$ cat src/rtl/cau_pkg.sv
// Package: shared types and constants for the CSR access unit.
`default_nettype none

package cau_pkg;

    localparam int DATA_W      = 32;
    localparam int CSR_ADDR_W  = 12;
    localparam int CSR_DEPTH   = 1 << CSR_ADDR_W;
    localparam int REG_IDX_W   = 5;
    localparam int STATUS_W    = 2;

    localparam logic [6:0] SYSTEM_OPCODE = 7'b1110011;
    localparam logic [1:0] RO_BITS       = 2'b11;

    // funct3[1:0] kinds
    localparam logic [1:0] KIND_NONE  = 2'b00;
    localparam logic [1:0] KIND_WRITE = 2'b01;
    localparam logic [1:0] KIND_SET   = 2'b10;
    localparam logic [1:0] KIND_CLEAR = 2'b11;

    localparam logic OP_EXECUTE = 1'b0;
    localparam logic OP_INSTALL = 1'b1;

    localparam logic [STATUS_W-1:0] STAT_OK        = 2'd0;
    localparam logic [STATUS_W-1:0] STAT_NOT_CSR   = 2'd1;
    localparam logic [STATUS_W-1:0] STAT_ABSENT    = 2'd2;
    localparam logic [STATUS_W-1:0] STAT_READ_ONLY = 2'd3;

    typedef struct packed {
        logic                  operation;
        logic [DATA_W-1:0]     instruction;
        logic [DATA_W-1:0]     source_value;
        logic [CSR_ADDR_W-1:0] install_address;
        logic [DATA_W-1:0]     install_value;
    } cau_req_t;

    typedef struct packed {
        logic [STATUS_W-1:0]  status;
        logic [DATA_W-1:0]    read_value;
        logic                 dest_write;
        logic [REG_IDX_W-1:0] dest_index;
    } cau_rsp_t;

    // Controller -> datapath commands
    typedef struct packed {
        logic                  capture;
        logic                  read_en;
        logic                  exec;
        logic                  clear_en;
        logic [CSR_ADDR_W-1:0] clear_addr;
    } cau_cmd_t;

endpackage

`default_nettype wire

$ cat src/rtl/cau_ctrl.sv
// Controller: presence clear sweep and per-beat sequencing.
`default_nettype none

module cau_ctrl
    import cau_pkg::*;
(
    input  wire logic     clk,
    input  wire logic     rst_n,
    input  wire logic     start,
    output logic          busy,
    output logic          done,
    output cau_cmd_t      cmd
);

    localparam logic [1:0] S_CLEAR = 2'd0;
    localparam logic [1:0] S_IDLE  = 2'd1;
    localparam logic [1:0] S_READ  = 2'd2;
    localparam logic [1:0] S_EXEC  = 2'd3;

    logic [1:0]            state_reg, state_next;
    logic [CSR_ADDR_W-1:0] clr_cnt_reg, clr_cnt_next;
    logic                  done_reg, done_next;

    always_comb
    begin
        state_next   = state_reg;
        clr_cnt_next = clr_cnt_reg;
        done_next    = 1'b0;
        case (state_reg)
            S_CLEAR:
            begin
                clr_cnt_next = clr_cnt_reg + 1'b1;
                if (&clr_cnt_reg)
                begin
                    state_next = S_IDLE;
                end
            end
            S_IDLE:
            begin
                if (start)
                begin
                    state_next = S_READ;
                end
            end
            S_READ:
            begin
                state_next = S_EXEC;
            end
            S_EXEC:
            begin
                done_next  = 1'b1;
                state_next = S_IDLE;
            end
            default:
            begin
                state_next = S_IDLE;
            end
        endcase
    end

    always_ff @(posedge clk or negedge rst_n)
    begin
        if (!rst_n)
        begin
            state_reg   <= S_CLEAR;
            clr_cnt_reg <= '0;
            done_reg    <= 1'b0;
        end
        else
        begin
            state_reg   <= state_next;
            clr_cnt_reg <= clr_cnt_next;
            done_reg    <= done_next;
        end
    end

    assign busy = (state_reg != S_IDLE);
    assign done = done_reg;

    always_comb
    begin
        cmd.capture    = (state_reg == S_IDLE) && start;
        cmd.read_en    = (state_reg == S_READ);
        cmd.exec       = (state_reg == S_EXEC);
        cmd.clear_en   = (state_reg == S_CLEAR);
        cmd.clear_addr = clr_cnt_reg;
    end

endmodule

`default_nettype wire

$ cat config.mk
export PLATFORM = sky130hd
export DESIGN_NAME = cau_ctrl
export DESIGN_NICKNAME = d
export VERILOG_FILES = /design/src/rtl/cau_pkg.sv /design/src/rtl/cau_ctrl.sv
export SDC_FILE = /design/constraint.sdc
export NUM_CORES = 1
export LEC_CHECK = 0
export ABC_AREA = 1
export BUFFER_PORTS_ARGS = -buffer_cell sky130_fd_sc_hd__buf_2
export CELL_PAD_IN_SITES_DETAIL_PLACEMENT = 1
export CELL_PAD_IN_SITES_GLOBAL_PLACEMENT = 1
export CORE_MARGIN = 2
export CORE_UTILIZATION = 37
export DETAILED_ROUTE_END_ITERATION = 10
export PLACE_DENSITY = 0.83
export SYNTH_ARGS = -nofsm -noshare
export SYNTH_HDL_FRONTEND = slang
export SYNTH_SLANG_ARGS = --single-unit
$ cat constraint.sdc
create_clock -name clk -period 2.1 [get_ports clk]
set_clock_uncertainty 0.2 [all_clocks]
set_input_delay 0.42 -clock clk [delete_from_list [all_inputs] [get_ports clk]]
set_output_delay 0.42 -clock clk [all_outputs]
set_load 0.02 [all_outputs]
# Word-level counts from Yosys, hierarchy flattened
# Index checks and enable logic that the tools add are counted.
# op_classes
n_addsub	1
mul	0
div	0
order_cmp	0
n_eq_ne	6
n_shift	0
muxes	4
bitwise_logic	0
n_reduce_logical	4
# op_table
operator	count
$add A12 B1 Y12 const B	1
$reduce_and A12 Y1	1
$pmux W2 S4	1
$eq A2 B2 Y1 const B	2
$mux W2	2
$ne A2 B1 Y1 const B	2
$eq A2 B1 Y1 const B	1
$logic_not A2 Y1	1
$ne A2 B2 Y1 const B	1
$reduce_and A2 Y1	1
$logic_and A1 B1 Y1	1
$mux W1	1
# totals
register_bits	15
latch_bits	0
mem_bits_rw	0
mem_bits_ro	0
out_inout_bits	18
word_cells	18
mem_count	0

# Logic depth before layout (Yosys ltp)
# depth
word_depth	3
mapped_depth	8
mapped_depth_nobuf	8

# Least setup slack after synthesis
# OpenSTA, ideal clock, no wires.
# synth_path
kind	register to register
from	register state_reg[0]
to	register clr_cnt_reg[10]
setup_ns	0.130
arrival_ns	1.369
t_required_ns	1.770
setup_slack_ns	0.400
path_stages_with_launch	7
path_buffers	0
period_less_slack_ns	1.700
cell_sequence	dfrtp_1 -> inv_1 -> ha_1 -> nand2_1 -> nor3_2 -> nand2_1 -> xnor2_1
# synth_rtl
element	line	text
start: declaration	cau_ctrl.sv:20	logic [1:0] state_reg, state_next;
start signal: assignment	cau_ctrl.sv:71	state_reg <= state_next;
end signal: assignment	cau_ctrl.sv:72	clr_cnt_reg <= clr_cnt_next;
end: declaration	cau_ctrl.sv:21	logic [CSR_ADDR_W-1:0] clr_cnt_reg, clr_cnt_next;

==> results.toml <==
[hold_path]
min_path_type = "primary input to register"

[yosys]
synth-seq-cells = 15
syn_avg_cell_area_um2 = 9.43
netlist_instances = 82
synth_area_um2 = 773
synth.top_cells.by_area = "dfrtp_1 49%, nand2_1 11%, ha_1 8.1%"
synth_seq_area_share = 0.485
synth_top_area_frac = 0.485
yosys.area.top_type = "dfrtp_1"
synth_fp_nets = 90
synth_cell_type_count = 17
yosysWarnings = 0

[detailed_routing]
drc = 0
wl_per_cell_um = 10.9
vias = 604
final_antenna_net_count = 0
drtPass1Iterations = 4
via_per_inst = 4.54
wirelength_um = 1450
first_iter_violations = 8

[worst_setup_path]
crit_arrival_ns = 1.31
endpoint_kind = "primary output"
crit_type = "register to primary output"
crit_path_start_kind = "register"
critPathMaxFanout = 6
required_ns = 1.48

[final_layout]
syn_to_final_growth_pct = 21.2
fin_cells = 133
drive_above_1_share = 0.292
nNetsFinal = 115
insertedDiodeCount = 0
design_area_um2 = 937
final_common_cell = "nand2_1"
postLayoutCoreUtil = 0.478
final_cell_mix = "23 x nand2_1, 20 x buf_2, 15 x dfrtp_1"
largest_reg_flops = 12
num-fill-cells = 250

[clock_tree]
postCtsSetupRepairBufs = 0
cts_buffers = 3
clk_pin_slew_ns = 0.08
cts-resized-gates = 0
clock_latency_ns = 0.29
numClockSinks = 15
root_buffer = "clkbuf_4"
cts_tree = "built"
hold_buffers = 1
clk_path_buf_depth = 2
htreeDepth = 1

[pwr]
ir_worst_vdd_v = 0.000564
finalPower_mw = 1.13
pwr_density_cell_mw_per_mm2 = 1210
p_leak_nw = 0.516

[sta]
min_period_ns = 1.93
rsz0062_at_grt = "false"
fin_crit_sh = 0.920
max_freq_ghz = 0.518
hold_viol_final = 0
setup_slack_ns = 0.168
tns_ns = 0
tightest_slew_ns = 0.349
drv_slew = 0
setup_viol = 0
timing.hold.ws_ns = 0.297
relSlewSlack = 0.768

[place]
post_dp_cell_area_um2 = 900
portBuffers = 20
dp_cells = 128
hpwl_um = 1160
pre_cts_slack_ns = 0.371
gp_congestion = 0.667

[grt]
grt_busiest_layer = "met2"
grt_max_degree = 16
gr-usage-met3 = 0.0182
grt_util_met1 = 0.146
grt_pass1_wl_um = 2500
track_usage = 0.137
grt_pass1_vias = 618
grt-ovfl-total = 0
antenna_found_initial = 0
met2_usage = 0.238

[die]
fp.dieW_um = 49.7
pin_count = 21
die_area_mm2 = 0.00247
num_rows = 16
die_h_um = 49.7
core_area_mm2 = 0.00196
initial_core_util = 0.394

[flow_run]
cap_violations = 0

[status]
status = "finished clean"
==> kinds of logic after synthesis <==
kind of cell             Yosys count  share of synthesized area
adder cells (fa/ha/maj)            5                     0.0809
AO/OA/AOI/OAI                      2                     0.0129
buffers and inverters             11                     0.0583
flip-flops                        15                      0.485
XOR/XNOR                           9                      0.102
AND/OR/NAND/NOR                   39                      0.246
multiplexers                       1                     0.0146
==> power breakdown <==
part           internal [mW]  switching, mW  total [mW]
clock                 0.0708         0.0953       0.166
sequential             0.368         0.0807       0.449
combinational          0.185          0.330       0.514
==> worst paths after layout <==
kind	from	cells after the start	endpoint	slack [ns]
setup / recovery	state_reg[0]	3	cmd[12]	0.17
hold / removal	start	4	state_reg[1]	0.30
setup reg to reg	state_reg[0]	7	clr_cnt_reg[9]	0.38
hold reg to reg	clr_cnt_reg[3]	1	clr_cnt_reg[3]	0.32
max in group asynchronous	rst_n	2	state_reg[0]	1.08
min in group asynchronous	rst_n	2	clr_cnt_reg[5]	0.35
==> synth_stat cells <==
| master | n |
|---|---|
| buf_4 | 1 |
| dfrtp_1 | 15 |
| ha_1 | 5 |
| inv_1 | 10 |
| mux2_2 | 1 |
| nand2_1 | 23 |
| nand2_2 | 2 |
| nand3_1 | 2 |
| nand4_1 | 1 |
| nand4_4 | 1 |
| nor2_1 | 7 |
| nor2_4 | 1 |
| nor3_2 | 1 |
| o21ai_1 | 2 |
| or2_2 | 1 |
| xnor2_1 | 5 |
| xor2_1 | 4 |
==> per-layer routing <==
metal,vias to the layer above,part of all wire
met2,18,0.48
met5,-,0
met1,283,0.43
met3,5,0.049
li1,298,-
met4,0,0.034
==> layout make-up <==
type,instances,area (um2),area share
clock inverter,1,5.00,0.00534
sequential,15,375,0.401
clock buffer,3,22.5,0.0240
timing repair buffer,21,110,0.117
multi-input combinational,56,353,0.377
tap,27,33.8,0.0360
inverter,10,37.5,0.0401
==> critical path, stage by stage (launching register included) <==
cell and delay, ns:
dfrtp_1 0.43, inv_1 0.10, ha_1 0.29, buf_2 0.22
(Power assumes the default switching activity.)
